## config.mk

```make
export PLATFORM = sky130hd
export DESIGN_NAME = led_chase_pattern_sequencer
export DESIGN_NICKNAME = d
export VERILOG_FILES = /design/src/hdl/lcps_pkg.sv /design/src/hdl/lcps_cfg_regs.sv /design/src/hdl/lcps_frame_engine.sv /design/src/hdl/led_chase_pattern_sequencer.sv
export SDC_FILE = /design/constraint.sdc
export NUM_CORES = 1
export LEC_CHECK = 0
export BUFFER_PORTS_ARGS = -buffer_cell sky130_fd_sc_hd__buf_2
export CAP_MARGIN = 20
export CORE_MARGIN = 2
export CORE_UTILIZATION = 50
export DETAILED_ROUTE_END_ITERATION = 10
export HOLD_SLACK_MARGIN = 0.05
export PLACE_DENSITY_LB_ADDON = 0.25
export SLEW_MARGIN = 20
export SYNTH_ARGS = -nofsm -noshare
export SYNTH_HDL_FRONTEND = slang
export SYNTH_SLANG_ARGS = --single-unit
```

## constraint.sdc

```tcl
create_clock -name aclk -period 8.93 [get_ports aclk]
set_input_delay 1.786 -clock aclk [delete_from_list [all_inputs] [get_ports aclk]]
set_output_delay 1.786 -clock aclk [all_outputs]
set_load 0.03 [all_outputs]
```

## src/hdl/lcps_pkg.sv

```systemverilog
package lcps_pkg;

    localparam int MAX_LEDS_DEF = 8;

    localparam logic [3:0]  LED_COUNT_RST  = 4'd6;
    localparam logic [15:0] STEP_DELAY_RST = 16'd1;

    // configuration register indexes
    localparam logic [1:0] CFG_IDX_EFFECT = 2'd0;
    localparam logic [1:0] CFG_IDX_COUNT  = 2'd1;
    localparam logic [1:0] CFG_IDX_DELAY  = 2'd2;

    typedef enum logic [2:0] {
        FX_SWEEP_UP   = 3'd0,
        FX_SWEEP_DOWN = 3'd1,
        FX_BOUNCE     = 3'd2,
        FX_PAIRS_OUT  = 3'd3,
        FX_PAIRS_IN   = 3'd4
    } effect_t;

    typedef struct packed {
        effect_t     effect_mode;
        logic [3:0]  led_count;
        logic [15:0] step_delay;
    } lcps_cfg_t;

    typedef struct packed {
        logic [7:0]  pattern;
        logic [3:0]  outer;
        logic [3:0]  inner;
        logic        bounce;
        logic [15:0] hold;
        logic        active;
    } lcps_state_t;

    typedef struct packed {
        logic [7:0] led_pattern;
        logic       running;
        logic       done_res;
    } lcps_result_t;

endpackage

```

## src/hdl/lcps_cfg_regs.sv

```systemverilog
module lcps_cfg_regs (
    input  logic                 aclk,
    input  logic                 aresetn,
    input  logic                 cfg_valid,
    output logic                 cfg_ready,
    input  logic [1:0]           cfg_index,
    input  logic [15:0]          cfg_data,
    output lcps_pkg::lcps_cfg_t  cfg
);

    lcps_pkg::lcps_cfg_t cfg_reg;

    assign cfg_ready = 1'b1;
    assign cfg       = cfg_reg;

    always_ff @(posedge aclk) begin
        if (!aresetn) begin
            cfg_reg.effect_mode <= lcps_pkg::FX_SWEEP_UP;
            cfg_reg.led_count   <= lcps_pkg::LED_COUNT_RST;
            cfg_reg.step_delay  <= lcps_pkg::STEP_DELAY_RST;
        end else if (cfg_valid && cfg_ready) begin
            unique case (cfg_index)
                lcps_pkg::CFG_IDX_EFFECT: begin
                    cfg_reg.effect_mode <= lcps_pkg::effect_t'(cfg_data[2:0]);
                end
                lcps_pkg::CFG_IDX_COUNT: begin
                    cfg_reg.led_count <= cfg_data[3:0];
                end
                lcps_pkg::CFG_IDX_DELAY: begin
                    cfg_reg.step_delay <= cfg_data;
                end
                default: begin
                end
            endcase
        end
    end

endmodule

```

## src/hdl/lcps_frame_engine.sv

```systemverilog
module lcps_frame_engine #(
    parameter int MAX_LEDS = lcps_pkg::MAX_LEDS_DEF
) (
    input  lcps_pkg::lcps_cfg_t    cfg,
    input  logic                   start,
    input  lcps_pkg::lcps_state_t  cur,
    output lcps_pkg::lcps_state_t  nxt,
    output lcps_pkg::lcps_result_t res
);

    localparam logic [3:0] MAX_N = 4'(MAX_LEDS);

    function automatic logic [7:0] led_bit(input logic [3:0] p);
        logic [7:0] b;
        b = 8'd0;
        if (p < MAX_N) b = 8'd1 << p[2:0];
        return b;
    endfunction

    function automatic logic [7:0] led_pair(input logic [3:0] p, input logic [3:0] n);
        logic [7:0] b;
        b = 8'd0;
        if (p < n) b = led_bit(p) | led_bit(n - 4'd1 - p);
        return b;
    endfunction

    function automatic logic [7:0] frame(input lcps_pkg::lcps_state_t st,
                                         input lcps_pkg::effect_t mode,
                                         input logic [3:0] n);
        logic [7:0] f;
        case (mode)
            lcps_pkg::FX_SWEEP_UP,
            lcps_pkg::FX_SWEEP_DOWN: f = st.pattern | led_bit(st.inner);
            lcps_pkg::FX_BOUNCE:     f = led_bit(st.inner);
            lcps_pkg::FX_PAIRS_OUT,
            lcps_pkg::FX_PAIRS_IN:   f = st.pattern | led_pair(st.inner, n);
            default:                 f = st.pattern;
        endcase
        return f;
    endfunction

    logic [3:0]            n_live;
    logic [3:0]            h_live;
    logic [15:0]           delay;
    lcps_pkg::effect_t     mode;
    lcps_pkg::lcps_state_t pre;
    lcps_pkg::lcps_state_t settled;
    logic                  begin_fail;
    logic                  set_ok;

    assign mode   = cfg.effect_mode;
    assign n_live = (cfg.led_count > MAX_N) ? MAX_N : cfg.led_count;
    assign h_live = {1'b0, n_live[3:1]};
    assign delay  = (cfg.step_delay == 16'd0) ? 16'd1 : cfg.step_delay;

    // candidate position: fresh effect on start, next inner step otherwise
    always_comb begin
        pre        = cur;
        begin_fail = 1'b0;
        if (start) begin
            pre.pattern = 8'd0;
            pre.bounce  = 1'b0;
            pre.outer   = 4'd0;
            pre.inner   = 4'd0;
            if (mode == lcps_pkg::FX_SWEEP_DOWN) begin
                if (n_live == 4'd0) begin_fail = 1'b1;
                else pre.outer = n_live - 4'd1;
            end
            if (mode == lcps_pkg::FX_PAIRS_IN) begin
                if (h_live == 4'd0) begin_fail = 1'b1;
                else pre.outer = h_live - 4'd1;
            end
        end else begin
            pre.inner = cur.inner + 4'd1;
        end
    end

    // walk to the next valid frame; each effect needs at most two latch steps
    always_comb begin
        settled = pre;
        set_ok  = 1'b0;
        case (mode)
            lcps_pkg::FX_SWEEP_UP: begin
                if (pre.outer >= n_live) begin
                    set_ok = 1'b0;
                end else if (pre.inner < n_live) begin
                    set_ok = 1'b1;
                end else begin
                    settled.pattern = pre.pattern | led_bit(pre.outer);
                    settled.outer   = pre.outer + 4'd1;
                    settled.inner   = pre.outer + 4'd1;
                    set_ok          = (settled.outer < n_live);
                end
            end
            lcps_pkg::FX_SWEEP_DOWN: begin
                if (pre.inner < pre.outer) begin
                    set_ok = 1'b1;
                end else begin
                    settled.pattern = pre.pattern | led_bit(pre.outer);
                    if (pre.outer != 4'd0) begin
                        settled.outer = pre.outer - 4'd1;
                        settled.inner = 4'd0;
                        if (settled.outer != 4'd0) begin
                            set_ok = 1'b1;
                        end else begin
                            settled.pattern = settled.pattern | led_bit(4'd0);
                        end
                    end
                end
            end
            lcps_pkg::FX_BOUNCE: begin
                if (pre.bounce || (pre.inner < n_live)) begin
                    set_ok = 1'b1;
                end else if (n_live != 4'd0) begin
                    settled.bounce = 1'b1;
                    settled.inner  = n_live - 4'd1;
                    set_ok         = 1'b1;
                end
            end
            lcps_pkg::FX_PAIRS_OUT: begin
                if (pre.outer >= h_live) begin
                    set_ok = 1'b0;
                end else if (pre.inner < h_live) begin
                    set_ok = 1'b1;
                end else begin
                    settled.pattern = pre.pattern | led_pair(pre.outer, n_live);
                    settled.outer   = pre.outer + 4'd1;
                    settled.inner   = pre.outer + 4'd1;
                    set_ok          = (settled.outer < h_live);
                end
            end
            lcps_pkg::FX_PAIRS_IN: begin
                if (pre.inner <= pre.outer) begin
                    set_ok = 1'b1;
                end else begin
                    settled.pattern = pre.pattern | led_pair(pre.outer, n_live);
                    if (pre.outer != 4'd0) begin
                        settled.outer = pre.outer - 4'd1;
                        settled.inner = 4'd0;
                        set_ok        = 1'b1;
                    end
                end
            end
            default: begin
                set_ok = 1'b0;
            end
        endcase
    end

    always_comb begin
        logic step;
        logic have;
        nxt  = cur;
        res  = '0;
        step = 1'b0;
        have = 1'b0;
        if (start) begin
            nxt        = begin_fail ? pre : settled;
            nxt.active = 1'b1;
            have       = !begin_fail && set_ok;
            step       = 1'b1;
        end else if (cur.active) begin
            if (cur.hold < delay) begin
                nxt.hold        = cur.hold + 16'd1;
                res.led_pattern = frame(cur, mode, n_live);
                res.running     = 1'b1;
            end else begin
                step = 1'b1;
                if (mode == lcps_pkg::FX_BOUNCE && cur.bounce) begin
                    if (cur.inner != 4'd0) begin
                        nxt.inner = cur.inner - 4'd1;
                        have      = 1'b1;
                    end
                end else begin
                    nxt  = settled;
                    have = set_ok;
                end
            end
        end else begin
            res.led_pattern = cur.pattern;
        end

        if (step) begin
            if (have) begin
                nxt.hold        = 16'd1;
                res.led_pattern = frame(nxt, mode, n_live);
                res.running     = 1'b1;
            end else begin
                nxt.active      = 1'b0;
                nxt.hold        = 16'd0;
                res.led_pattern = nxt.pattern;
                res.done_res    = 1'b1;
            end
        end
    end

endmodule

```

## src/hdl/led_chase_pattern_sequencer.sv

```systemverilog
// LED chase pattern sequencer. Every input transfer is one time tick and yields
// exactly one result transfer carrying the LED bar byte, a running flag (tuser)
// and a done flag (tlast, set on the tick where the settled final pattern
// appears). A tick with start_req set clears the bar and restarts the effect
// chosen by effect_mode; each frame is held for step_delay ticks. One tick is
// taken per clock unless the result channel stalls; a tick passes the input
// register, then the frame logic feeds the result register and effect state
// at the same edge. Throughput is set by the state update loop. The user must
// write cfg (index 0 effect_mode, 1 led_count, 2 step_delay) only while no
// tick is in flight; the block does not enforce it. Values apply from next tick.
module led_chase_pattern_sequencer #(
    parameter int MAX_LEDS = lcps_pkg::MAX_LEDS_DEF
) (
    input  logic        aclk,
    input  logic        aresetn,

    input  logic        s_tvalid,
    output logic        s_tready,
    input  logic [7:0]  s_tdata,    // [0] start_req, [7:1] zero

    output logic        m_tvalid,
    input  logic        m_tready,
    output logic [7:0]  m_tdata,    // [7:0] led_pattern
    output logic        m_tuser,    // [0] running
    output logic        m_tlast,    // done_res

    input  logic        cfg_valid,
    output logic        cfg_ready,
    input  logic [1:0]  cfg_index,
    input  logic [15:0] cfg_data
);

    lcps_pkg::lcps_cfg_t    cfg;
    lcps_pkg::lcps_state_t  state_reg;
    lcps_pkg::lcps_state_t  state_next;
    lcps_pkg::lcps_result_t res_next;
    lcps_pkg::lcps_result_t res_reg;

    logic s1_valid_reg;
    logic s1_start_reg;
    logic m_valid_reg;
    logic out_ready;
    logic fire;

    lcps_cfg_regs u_cfg (
        .aclk      (aclk),
        .aresetn   (aresetn),
        .cfg_valid (cfg_valid),
        .cfg_ready (cfg_ready),
        .cfg_index (cfg_index),
        .cfg_data  (cfg_data),
        .cfg       (cfg)
    );

    lcps_frame_engine #(
        .MAX_LEDS (MAX_LEDS)
    ) u_engine (
        .cfg   (cfg),
        .start (s1_start_reg),
        .cur   (state_reg),
        .nxt   (state_next),
        .res   (res_next)
    );

    // result register frees up when empty or being drained this cycle
    assign out_ready = !m_valid_reg || m_tready;
    assign fire      = s1_valid_reg && out_ready;
    assign s_tready  = !s1_valid_reg || out_ready;

    // input register
    always_ff @(posedge aclk) begin
        if (!aresetn) begin
            s1_valid_reg <= 1'b0;
        end else if (s_tvalid && s_tready) begin
            s1_valid_reg <= 1'b1;
        end else if (fire) begin
            s1_valid_reg <= 1'b0;
        end
    end

    always_ff @(posedge aclk) begin
        if (s_tvalid && s_tready) begin
            s1_start_reg <= s_tdata[0];
        end
    end

    // effect state advances only when the tick's result is captured
    always_ff @(posedge aclk) begin
        if (!aresetn) begin
            state_reg <= '0;
        end else if (fire) begin
            state_reg <= state_next;
        end
    end

    // result register
    always_ff @(posedge aclk) begin
        if (!aresetn) begin
            m_valid_reg <= 1'b0;
        end else if (fire) begin
            m_valid_reg <= 1'b1;
        end else if (m_tready) begin
            m_valid_reg <= 1'b0;
        end
    end

    always_ff @(posedge aclk) begin
        if (fire) begin
            res_reg <= res_next;
        end
    end

    assign m_tvalid = m_valid_reg;
    assign m_tdata  = res_reg.led_pattern;
    assign m_tuser  = res_reg.running;
    assign m_tlast  = res_reg.done_res;

    // a running effect always has a frame on display
    a_active_hold: assert property (@(posedge aclk) disable iff (!aresetn)
        state_reg.active |-> (state_reg.hold != 16'd0))
        else $error("active effect with zero hold count");

    // the settled pattern is never reported while still running
    a_done_not_running: assert property (@(posedge aclk) disable iff (!aresetn)
        m_tvalid |-> !(m_tlast && m_tuser))
        else $error("done and running set together");

    // LEDs beyond the supported bar are never driven
    a_unused_leds_off: assert property (@(posedge aclk) disable iff (!aresetn)
        m_tvalid |-> ((m_tdata >> MAX_LEDS) == 8'd0))
        else $error("LED bit above MAX_LEDS driven");

    // state only moves on a captured tick
    a_state_hold: assert property (@(posedge aclk) disable iff (!aresetn)
        !fire |=> $stable(state_reg))
        else $error("effect state changed without a tick");

endmodule
```

After elaboration in Yosys (flattened, before gate mapping)
Cells that the tools add are included.
{"block": "word_totals", "reg_bits": 70, "word_cells": 241, "inputBits": 31}
{"block": "classes", "n_shift": 6, "mux": 139, "magnitude_cmp": 19, "reduce_logical": 31, "bitwise": 12, "addsub": 10, "n_eq_ne": 9}
{"operator": "$mux 8", "n": 67}
{"operator": "$mux 16", "n": 8}
{"operator": "$mux 34", "n": 3}
{"operator": "$or 8x8->8", "n": 12}
{"operator": "$pmux 12 s4", "n": 1}
{"operator": "$pmux 8 s3", "n": 2}
{"operator": "$shl 1x3->8 const A", "n": 6}
{"operator": "$mux 1", "n": 37}
{"operator": "$mux 17", "n": 2}
{"operator": "$mux 4", "n": 8}
{"operator": "$mux 9", "n": 3}
{"operator": "$lt 4x4->1", "n": 6}
{"operator": "$lt 4x4->1 const B", "n": 6}
{"operator": "$mux 12", "n": 2}
{"operator": "$pmux 4 s5", "n": 1}
{"operator": "$mux 18", "n": 1}
{"operator": "$add 16x1->16 const B", "n": 1}
{"operator": "$logic_not 16->1", "n": 1}
{"operator": "$lt 16x16->1", "n": 1}
{"operator": "$reduce_bool 4->1", "n": 4}
{"operator": "$sub 4x1->4 const B", "n": 3}
{"operator": "$sub 4x4->4", "n": 3}
{"operator": "$mux 10", "n": 1}
{"operator": "$mux 5", "n": 2}
{"operator": "other kinds (25)", "n": 45}

Logic depth before layout (Yosys ltp)
Gate-level depths: netlist of the first run.
{"block": "depth", "depth_word": 44, "ltp_mapped": 29}

Hierarchy
From an unflattened synthesis of the first run, not the netlist that was laid out.
{"block": "hier_totals", "cells_unflattened": 1043, "hier_area_um2": 7756.2}
{"module": "lcps_frame_engine", "area_per_inst_um2": 5027.3, "cells_per_inst": 775, "n_inst": 1}
{"module": "led_chase_pattern_sequencer", "area_per_inst_um2": 1774.2, "cells_per_inst": 168, "n_inst": 1}
{"module": "lcps_cfg_regs", "area_per_inst_um2": 954.7, "cells_per_inst": 100, "n_inst": 1}

Worst setup path before layout of the first run
Ideal clock, no wire load.
{"block": "synth_timing", "path_type": "register to register", "from": "register u_cfg.cfg_reg (netlist bit u_cfg.cfg[19])", "to": "register res_reg (netlist bit m_tdata[4]) (data pin)", "path_slack_ps": 2911, "setup_time_ps": 169, "t_arrival_ps": 5850, "path_stages_with_launch": 29, "path_cell_list": "dfxtp_1 > buf_4 > inv_1 > nand2_1 > ha_1 > nand2_1 > a21oi_1 > o221a_4 > nor2_4 > inv_2 > ha_1 > nand2b_1 > a221oi_1 > a311o_1 > o2bb2ai_1 > a211o_1 > a2111oi_0 > o21a_1 > or2_2 > inv_1 > ha_1 > inv_1 > a21o_1 > a21o_1 > xnor2_1 > a211o_1 > a311o_1 > o221a_1 > o31ai_1"}
{"element": "start, declared", "line": "lcps_cfg_regs.sv:11", "rtl": "lcps_pkg::lcps_cfg_t cfg_reg;"}
{"element": "end signal, assigned", "line": "led_chase_pattern_sequencer.sv:109", "rtl": "res_reg <= res_next;"}
{"element": "end, declared", "line": "led_chase_pattern_sequencer.sv:37", "rtl": "lcps_pkg::lcps_result_t res_reg;"}

==> impl_results.md, run 1 <==
- Netlist area before placement: 6750 um^2
- Crit path DAT: 7.62 ns
- Prevailing post-synth register cell: dfxtp_1
- Proportion of layout cells with a drive suffix above 1: 9.96%
- Cell with the most instances after synthesis: nand2_1
- Top cell by count, worst path: inv_1
- Data required, critical path: 9.09 ns
- Area of the die: 14400 um^2
- Post-route clock period utilization: 83.6%
- Critical-path top delay cell: dfxtp_1
- CP Launch Type: register
- Global placement routability congestion: 1.02
- Floorplan Core Area: 13200 um^2
- Via density per instance: 6.36
- Initial core utilization: 51.1%
- Count of input and output buffers: 35
- Antenna viol nets, final: 0
- Wire length of the first global-routing pass: 34500 um
- Final WS setup: 1.46 ns
- Cell type with the highest aggregate area in the netlist: dfxtp_1
- Unrepaired setup endpoints after global routing: false
- CTS clock-pin slew for the worst setup and hold paths: 0.06 ns
- Least-Margin Pin Slew: 0.991 ns
- Distinct cell type count of the synthesized netlist: 89
- Crit end category: register
- Hold crit path type: reg -> reg
- Sum of negative setup slack: 0 ns
- Clk Tree Root Cell: clkbuf_16
- Total via count after detailed routing: 6928
- Latest clock arrival within the worst-skew pair: 0.35 ns
- Largest fanout on the critical path: 15
- Power density over the cells: 140 nW/um^2
- Number of global-route vias before repair: 6457
- Clock skew after layout: 0.0101 ns
- Min Tclk post-route: 7.47 ns
- Number of design-rule violations left by the first detailed-router iteration: 676
- Total Wirelength: 21700 um
- Top-level port count: 44
- Post-cts sizing count: 0
- Post-CTS Setup Inserts: 0
- Number of antenna violations at the first check in global routing: 0
- Max-slew violation total from the final report: 0
- Number of flip-flops under the largest register name: 34
- Sink Count: 70
- Number of remaining DRC errors: 0
- Clock tree buffer depth: 2
- Timing-limited maximum frequency: 134 MHz
- H-tree depth: 3
- # setup viols final: 0
- Async S/R FF share, synth: 0%
- Most instantiated cells after synthesis: nand2_1, nor2_1, a21oi_1
- Yosys warning count: 0
- Vert. Die Dim: 120 um
- Highest cell delay on the worst timing path: 0.58 ns
- Status: complete, no violations
- Flip-flop and latch count after synthesis: 70
- Syn Nets: 989
- Max_slew headroom: 33.6%
- Total routing resource utilization after global routing: 30.7%
- Setup CP Type: reg -> reg
- Global-route congestion overflow total: 0
- Horizontal extent of the die: 120 um
- Static Leak: 0.00304 uW
- Post-synth EDFFs: 11
- Share of the synthesized area in the top cell type: 17.5%
- Number of fill cells in the layout: 1276
- Worst setup slack before clock tree synthesis: 1.65 ns
- Area Overhead vs Synth: 10.2%
- Worst VDD drop: 0.105 mV
- Sequential share of the synthesized area: 22.4%
- Clock tree from TritonCTS: built
- Final count of hold timing violations: 0
- Half-perimeter wire length after detailed placement: 16100 um
- Register-to-register setup slack: 1.46 ns
- First drt pass iteration count: 6
- Diodes inserted: 0
- Post-synthesis average cell area: 7.63 um^2
- Final #Nets: 1014
- Largest net degree at the start of global routing: 35
- Worst-case hold slack: 0.473 ns
- Leading post-synthesis cells by cell area: dfxtp_1, ha_1, a21oi_1
- Number of buffers added by the clock tree synthesis step: 9
- Hold buffers post-CTS: 0
- Post-Synthesis Cells: 884
- Register cell area after layout: 1510 um^2
- Number of maximum-capacitance violations: 0
- Std-Cell Rows: 42
- Routed wire length per instance: 19.9 um
- Area of the multi-input gates: 4890 um^2
layout make-up:
cell class	count	area share, %
Inverter	56	2.83
Timing Repair Buffer	45	3.37
Tap cell	176	2.96
Multi-Input combinational cell	727	65.8
Sequential cell	70	20.3
Clock buffer	11	3.55
Clock inverter	5	1.16
placed cells by master (no fill, tap or decap), types with 11 or more instances in the layout:
master and instances:
inv_1 50, xor2_1 13, nand2_1 106, nor2_1 83, a21o_1 20, a21oi_1 82, o21ai_0 39, a31oi_1 11
nand4_1 12, nor2b_1 18, buf_2 35, nand3_1 19, ha_1 71, a211oi_1 14, o211ai_1 18, nor3_1 11
nand2b_1 14, edfxtp_1 11, dfxtp_1 59, mux2i_1 11
worst max-delay path, delay by kind of cell, from the launching register on:
family	cells	cell delay [ns]
buf+inv	4	0.78
simple gates	4	1.25
flops	1	0.58
xor+xnor	1	0.17
compound gates	13	3.56
fa+ha+maj	3	0.92
cell families after synthesis:
logic type	count (synthesis)	share of synthesized area, %
AOI/OAI and AO/OA	283	28.6
xor gates and xnor gates	23	2.99
buffers and inverters	87	5.12
other	1	0.0556
adders and majority gates	74	14.1
DFF	70	22.4
muxes	16	2.47
and+or+nand+nor	330	24.3
through the flow:
step	area (um^2)	total power, uW	instances	util [%]
after CTS	7430	1030	1090	56.3
final	7430	1040	1090	56.3
after detailed placement	7080	612	1074	53.7
after global placement	7080	610	1074	53.7
after global routing	7430	1080	1090	56.3
after floorplan	6750	539	884	-
where the power goes:
| group | internal (uW) | switching (uW) | total [uW] |
|---|---|---|---|
| sequential | 332 | 14.7 | 347 |
| combinational | 95.5 | 172 | 268 |
| clock | 271 | 152 | 424 |
worst paths after layout:
kind | start | endpoint | cells after the start
setup / recovery | u_cfg.cfg[19] | m_tdata[4] | 25
hold / removal | u_cfg.cfg[14] | u_cfg.cfg[14] | 2
setup reg to reg | u_cfg.cfg[19] | m_tdata[4] | 25
hold reg to reg | u_cfg.cfg[14] | u_cfg.cfg[14] | 2
layer usage:
layer	up-vias	share of wire, %	GRT usage [%]
met3	64	9.2	6.89
met5	-	0	0
met4	0	3.5	12.3
met2	341	44	48.0
met1	3226	43	40.8
li1	3297	-	-
Power figures use the tool's default switching activity.
==> run 2, diff against run 1 <==
--- a/config.mk
+++ b/config.mk
@@ -5,6 +5,7 @@
 export SDC_FILE = /design/constraint.sdc
 export NUM_CORES = 1
 export LEC_CHECK = 0
+export ABC_AREA = 1
 export BUFFER_PORTS_ARGS = -buffer_cell sky130_fd_sc_hd__buf_2
 export CAP_MARGIN = 20
 export CORE_MARGIN = 2
==> constraint.sdc (replaced) <==
create_clock -name aclk -period 6 [get_ports aclk]
set_input_delay 1.2 -clock aclk [delete_from_list [all_inputs] [get_ports aclk]]
set_output_delay 1.2 -clock aclk [all_outputs]
set_load 0.03 [all_outputs]
==> run 2 against run 1 <==
Against the previous run:
- hold slack improved by 0.0028 ns
- core utilization rose by 1.0 points
- non-clock buffer count rose by 13
- setup slack got worse by 1.0 ns
- global-route usage fell by 2.2 points
- via count rose by 3.3%
- largest cell class unchanged
- highest routed layer unchanged
==> impl_results.md, run 2 <==
- Async S/R FF share, synth: 0%
- Static Leak: 0.00370 uW
- Number of flip-flops under the largest register name: 34
- Initial core utilization: 51.2%
- Count of input and output buffers: 35
- Total via count after detailed routing: 7159
- Commonest non-fill, non-tap cells in the layout: nand2_1, inv_1, nor2_1
- Prevailing post-synth register cell: dfxtp_1
- Share of the synthesized area in the top cell type: 17.4%
- Largest net degree at the start of global routing: 45
- Register-to-register setup slack: 0.47 ns
- Data required, critical path: 6.10 ns
- CTS clock-pin slew for the worst setup and hold paths: 0.06 ns
- Hold crit path type: reg -> reg
- Sequential share of the synthesized area: 22.3%
- # setup viols final: 0
- Most instantiated cells after synthesis: nand2_1, inv_1, nor2_1
- Cell with the most instances after synthesis: nand2_1
- Number of maximum-capacitance violations: 0
- Total Wirelength: 19900 um
- Number of global-route vias before repair: 6598
- Netlist area before placement: 6780 um^2
- Sink Count: 70
- Clock skew after layout: 0.00832 ns
- Total buffers and inverters traversed by the critical path: 7
- Count of cells along the worst hold path: 2
- Clk Tree Root Cell: clkbuf_16
- Power density over the cells: 226 nW/um^2
- R2R cell count: 39
- Std-Cell Rows: 42
- Number of remaining DRC errors: 0
- Leading post-synthesis cells by cell area: dfxtp_1, ha_1, nand2_1
- Status: complete, no violations
- Global placement routability congestion: 1.01
- PnR Total Power: 1720 uW
- Distinct cell type count of the synthesized netlist: 53
- Area of the die: 14500 um^2
- Top cell by count, worst path: nand2_1
- Clock tree from TritonCTS: built
- Syn Nets: 1161
- Most frequent standard cell in the layout excluding fill and tap cells: nand2_1
- Worst VDD drop: 0.236 mV
- Min Tclk post-route: 5.53 ns
- Largest fanout on the critical path: 8
- Number of antenna violations at the first check in global routing: 0
- Global-route congestion overflow total: 0
- Critical-path top delay cell: dfxtp_1
- Area Overhead vs Synth: 12.0%
- Proportion of layout cells with a drive suffix above 1: 11.3%
- Startpoint of the worst hold path: u_cfg.cfg[13]
- Crit end category: register
- First drt pass iteration count: 7
- Max_slew headroom: 47.0%
- Vert. Die Dim: 120 um
- Least-Margin Pin Slew: 0.789 ns
- Sum of negative setup slack: 0 ns
- Half-perimeter wire length after detailed placement: 15300 um
- Via density per instance: 5.58
- CP Launch Type: register
- Origin of the critical flop-to-flop path: u_cfg.cfg[19]
- Number of buffers added by the clock tree synthesis step: 9
- Yosys warning count: 0
- H-tree depth: 3
- Crit Reg-Reg Endpoint: m_tdata[0]
- Clock tree buffer depth: 2
- Worst hold path endpoint: u_cfg.cfg[13]
- Final Instance Count excl. Fillers: 1283
- Post-route clock period utilization: 92.2%
- Routed wire length per instance: 15.5 um
- Hold buffers post-CTS: 0
- Post-synth EDFFs: 11
- Post-synthesis average cell area: 6.42 um^2
- Final #Nets: 1207
- Crit path DAT: 5.64 ns
- # placed instances: 1265
- Number of design-rule violations left by the first detailed-router iteration: 604
- Flip-flop and latch count after synthesis: 70
- Unrepaired setup endpoints after global routing: false
- Horizontal extent of the die: 120 um
- Latest clock arrival within the worst-skew pair: 0.35 ns
- Max-slew violation total from the final report: 0
- Antenna viol nets, final: 0
- Highest cell delay on the worst timing path: 0.38 ns
- First element of the critical path: u_cfg.cfg[19]
- Floorplan Core Area: 13200 um^2
- Post-Synthesis Cells: 1056
- Diodes inserted: 0
- Top-level port count: 44
- Final count of hold timing violations: 0
- Setup CP Type: reg -> reg
- Total stage count of the critical path: 39
- Cell type with the highest aggregate area in the netlist: dfxtp_1
- Wire length of the first global-routing pass: 32800 um
- Total routing resource utilization after global routing: 28.5%
- Timing-limited maximum frequency: 181 MHz
- Kind of cell adding the most delay to the critical path: simple AND/OR/NAND/NOR gates
run 2: cell types whose count changed after synthesis, sizes merged, moves of 11 or more:
| cell | previous run | this run |
|---|---|---|
| nor2 | 84 | 122 |
| a21o | 20 | 2 |
| nand3 | 20 | 78 |
| mux2i | 11 | 0 |
| o21ai | 44 | 73 |
| nand2 | 106 | 244 |
| nand2b | 14 | 0 |
| nor2b | 18 | 0 |
| inv | 54 | 153 |
run 2: worst max path at each step:
| stage | end | slack, ns |
|---|---|---|
| 2_1_floorplan | m_tdata[7] | 0.99 |
| 3_3_place_gp | m_tdata[0] | 0.66 |
| 3_5_place_dp | m_tdata[0] | 0.55 |
| 4_1_cts | m_tdata[0] | 0.51 |
| 5_1_grt | m_tdata[7] | 0.001 |
| 6_report | m_tdata[0] | 0.47 |
run 2: kinds of logic (layout without fill, tap and decap cells):
group | after synthesis | after routing | synth area share [%]
simple gates | 493 | 493 | 32.4
compound gates | 221 | 221 | 18.8
buf+inv | 179 | 230 | 10.1
fa+ha+maj | 74 | 74 | 14.0
flops | 70 | 70 | 22.3
xor+xnor | 18 | 18 | 2.32
other cells | 1 | 1 | 0.0553
run 2: per-stage QoR:
| step | hold WS (ns) | instance area, um^2 | setup slack (ns) | utilization, % |
|---|---|---|---|---|
| after floorplan | 0.445 | 6780 | 0.991 | - |
| after global placement | 0.457 | 7240 | 0.655 | 54.7 |
| after detailed placement | 0.462 | 7240 | 0.552 | 54.7 |
| after CTS | 0.482 | 7560 | 0.515 | 57.1 |
| after global routing | 0.507 | 7600 | 0.00105 | 57.4 |
| final | 0.476 | 7600 | 0.465 | 57.4 |
run 2: report_power, final:
| group | leakage (uW) | internal [uW] | switching [uW] |
|---|---|---|---|
| Clock | 0.000158 | 361 | 215 |
| Sequential | 0.000587 | 505 | 22.6 |
| Combinational | 0.00296 | 205 | 408 |
| Total | 0.00370 | 1070 | 645 |
run 2: metal layers:
layer	vias up	wire length, um	track usage, %
met1	3241	8790	37.4
li1	3609	-	-
met5	-	0	0
met3	52	1370	5.42
met2	257	9130	46.8
met4	0	610	9.96
run 2: cell type report:
type	count	area, um^2
sequential	70	1510
timing repair buffer	58	355
inverter	156	591
fill	1344	5650
clock buffer	11	264
tap	176	220
multi-input combinational	807	4590
clock inverter	5	61.3
run 2: worst min-delay path, delay by kind of cell, from the launching register on:
family,cells,cell delay [ns]
buf+inv,1,0.07
flops,1,0.30
compound gates,1,0.06
run 2: timing repair:
item / in CTS / in global routing
setup endpoints to repair: 0 / 8
setup buffers: 0 / 1
gates resized for setup: 0 / 3
==> run 3, diff against run 2 <==
==> constraint.sdc (replaced) <==
create_clock -name aclk -period 6 [get_ports aclk]
set_input_delay 0 -clock aclk [delete_from_list [all_inputs] [get_ports aclk]]
set_output_delay 0 -clock aclk [all_outputs]
set_load 0.03 [all_outputs]
==> run 3 against run 2 <==
Against the previous run:
- total power shrank 0.70%
- sequential share of layout area shrank 0.57 points
- clock skew shrank 0.0013 ns
- hold slack worse by 0.37 ns
- clock-buffer cell count decreased by 2
- combinational power rose by 2%
- register-to-register slack improved by 0.03 ns
==> impl_results.md, run 3 (synthesized netlist as in run 2, its figures left out) <==
- Number of antenna violations at the first check in global routing: 0
- Crit Reg-Reg Endpoint: m_tdata[0]
- Worst setup slack before clock tree synthesis: 0.418 ns
- # setup viols final: 0
- Sum of negative setup slack: 0 ns
- Crit path DAT: 5.60 ns
- Final count of hold timing violations: 0
- First drt pass iteration count: 5
- Global placement routability congestion: 1.01
- CTS clock-pin slew for the worst setup and hold paths: 0.06 ns
- Vert. Die Dim: 120 um
- Number of buffers added by the clock tree synthesis step: 9
- Number of global-route vias before repair: 6714
- Least-Margin Pin Slew: 0.783 ns
- Clock tree buffer depth: 2
- Kind of cell adding the most delay to the critical path: simple AND/OR/NAND/NOR gates
- Setup CP Type: reg -> reg
- Count of input and output buffers: 35
- Highest cell delay on the worst timing path: 0.31 ns
- Total buffers and inverters traversed by the critical path: 10
- Worst hold path endpoint: u_cfg.cfg[19]
- Worst-case hold slack: 0.110 ns
- Wire length of the first global-routing pass: 33900 um
- Total routing resource utilization after global routing: 29.4%
- Total via count after detailed routing: 7297
- CP Launch Type: register
- Startpoint of the worst hold path: cfg_index[0]
- Post-route clock period utilization: 91.7%
- Min Tclk post-route: 5.50 ns
- Max_slew headroom: 47.6%
- Horizontal extent of the die: 120 um
- R2R cell count: 45
- Area of the die: 14500 um^2
- Clock tree from TritonCTS: built
- Most frequent standard cell in the layout excluding fill and tap cells: nand2_1
- Std-Cell Rows: 42
- Number of fill cells in the layout: 1318
- Number of flip-flops under the largest register name: 34
- Max-slew violation total from the final report: 0
- Clock skew after layout: 0.00704 ns
- Routed wire length per instance: 15.9 um
- Critical-path top delay cell: dfxtp_1
- Unrepaired setup endpoints after global routing: false
- Status: complete, no violations
- Sink Count: 70
- Latest clock arrival within the worst-skew pair: 0.35 ns
- Antenna viol nets, final: 0
- Final #Nets: 1231
- Top cell by count, worst path: nand2_1
- Via density per instance: 5.58
- Hold crit path type: in -> reg
- Register-to-register setup slack: 0.50 ns
- Count of cells along the worst hold path: 5
- Proportion of layout cells with a drive suffix above 1: 10.8%
- Timing-limited maximum frequency: 182 MHz
- Total Wirelength: 20700 um
- Clk Tree Root Cell: clkbuf_16
- PnR Total Power: 1700 uW
- Finished Core Util: 59.1%
- Floorplan Core Area: 13200 um^2
- Area Overhead vs Synth: 15.4%
- Half-perimeter wire length after detailed placement: 15600 um
- Largest fanout on the critical path: 8
- Largest net degree at the start of global routing: 45
- H-tree depth: 3
- Number of remaining DRC errors: 0
- Initial core utilization: 51.2%
- Power density over the cells: 218 nW/um^2
- Number of design-rule violations left by the first detailed-router iteration: 593
- Global-route congestion overflow total: 0
- Diodes inserted: 0
- Static Leak: 0.00378 uW
- Origin of the critical flop-to-flop path: u_cfg.cfg[17]
- Final WS setup: 0.499 ns
- Crit end category: register
- Number of maximum-capacitance violations: 0
- Commonest non-fill, non-tap cells in the layout: nand2_1, inv_1, nor2_1
- Worst VDD drop: 0.260 mV
- Data required, critical path: 6.10 ns
- Top-level port count: 44
run 3: cell count changes in the layout (fill, tap and decap cells not counted), sizes merged:
cell         delta
clkbuf          -2
inv             +1
buf             -4
dlygate4sd3    +28
clkinv          +1
run 3: layout make-up:
class / instances / area (um^2) / share of cell area [%]
inverter: 156 / 591 / 7.55
timing repair buffer: 82 / 606 / 7.74
clock inverter: 7 / 81.3 / 1.04
clock buffer: 9 / 225 / 2.88
sequential: 70 / 1510 / 19.3
multi-input combinational: 807 / 4590 / 58.7
tap: 176 / 220 / 2.81
run 3: through the flow:
step,std cells,area (um^2)
2_1_floorplan,1056,6780
3_3_place_gp,1262,7220
4_1_cts,1306,7800
6_report,1307,7830
3_5_place_dp,1262,7220
5_1_grt,1307,7830
run 3: worst max-delay path by stage:
stage,start,to,cells past startpoint
after floorplan,u_cfg.cfg[19],m_tdata[7],40
final,u_cfg.cfg[17],m_tdata[0],45
after global placement,u_cfg.cfg[19],m_tdata[3],42
after global routing,u_cfg.cfg[17],m_tdata[7],45
after CTS,u_cfg.cfg[19],m_tdata[0],42
after detailed placement,u_cfg.cfg[19],m_tdata[0],42
run 3: what timing repair did:
item / CTS / global route
gates resized for setup: 0 / 4
setup endpoints to repair: 0 / 8
hold buffers: 28 / 0
hold endpoints to repair: 27 / 0
buffers inserted: 0 / 0
run 3: layer usage:
| layer | up-vias | track usage (%) | routed length (um) |
|---|---|---|---|
| met5 | - | 0 | 0 |
| met4 | 0 | 10.2 | 693 |
| met3 | 55 | 5.19 | 1360 |
| met2 | 264 | 48.4 | 9450 |
| met1 | 3314 | 38.8 | 9240 |
| li1 | 3664 | - | - |
run 3: worst reg2reg max path, delay by kind of cell, from the launching register on:
family / cells / cell delay [ns]
AND/OR/NAND/NOR: 27 / 2.55
buffers and inverters: 10 / 0.93
XOR/XNOR: 1 / 0.22
AO/OA/AOI/OAI: 4 / 0.51
flip-flops: 1 / 0.31
adder cells (fa/ha/maj): 3 / 0.73
run 3: power by group:
| group | switching [uW] | internal [uW] | total, uW |
|---|---|---|---|
| Sequential | 22.8 | 505 | 528 |
| Combinational | 414 | 213 | 627 |
| Clock | 221 | 327 | 549 |
| Total | 658 | 1050 | 1700 |
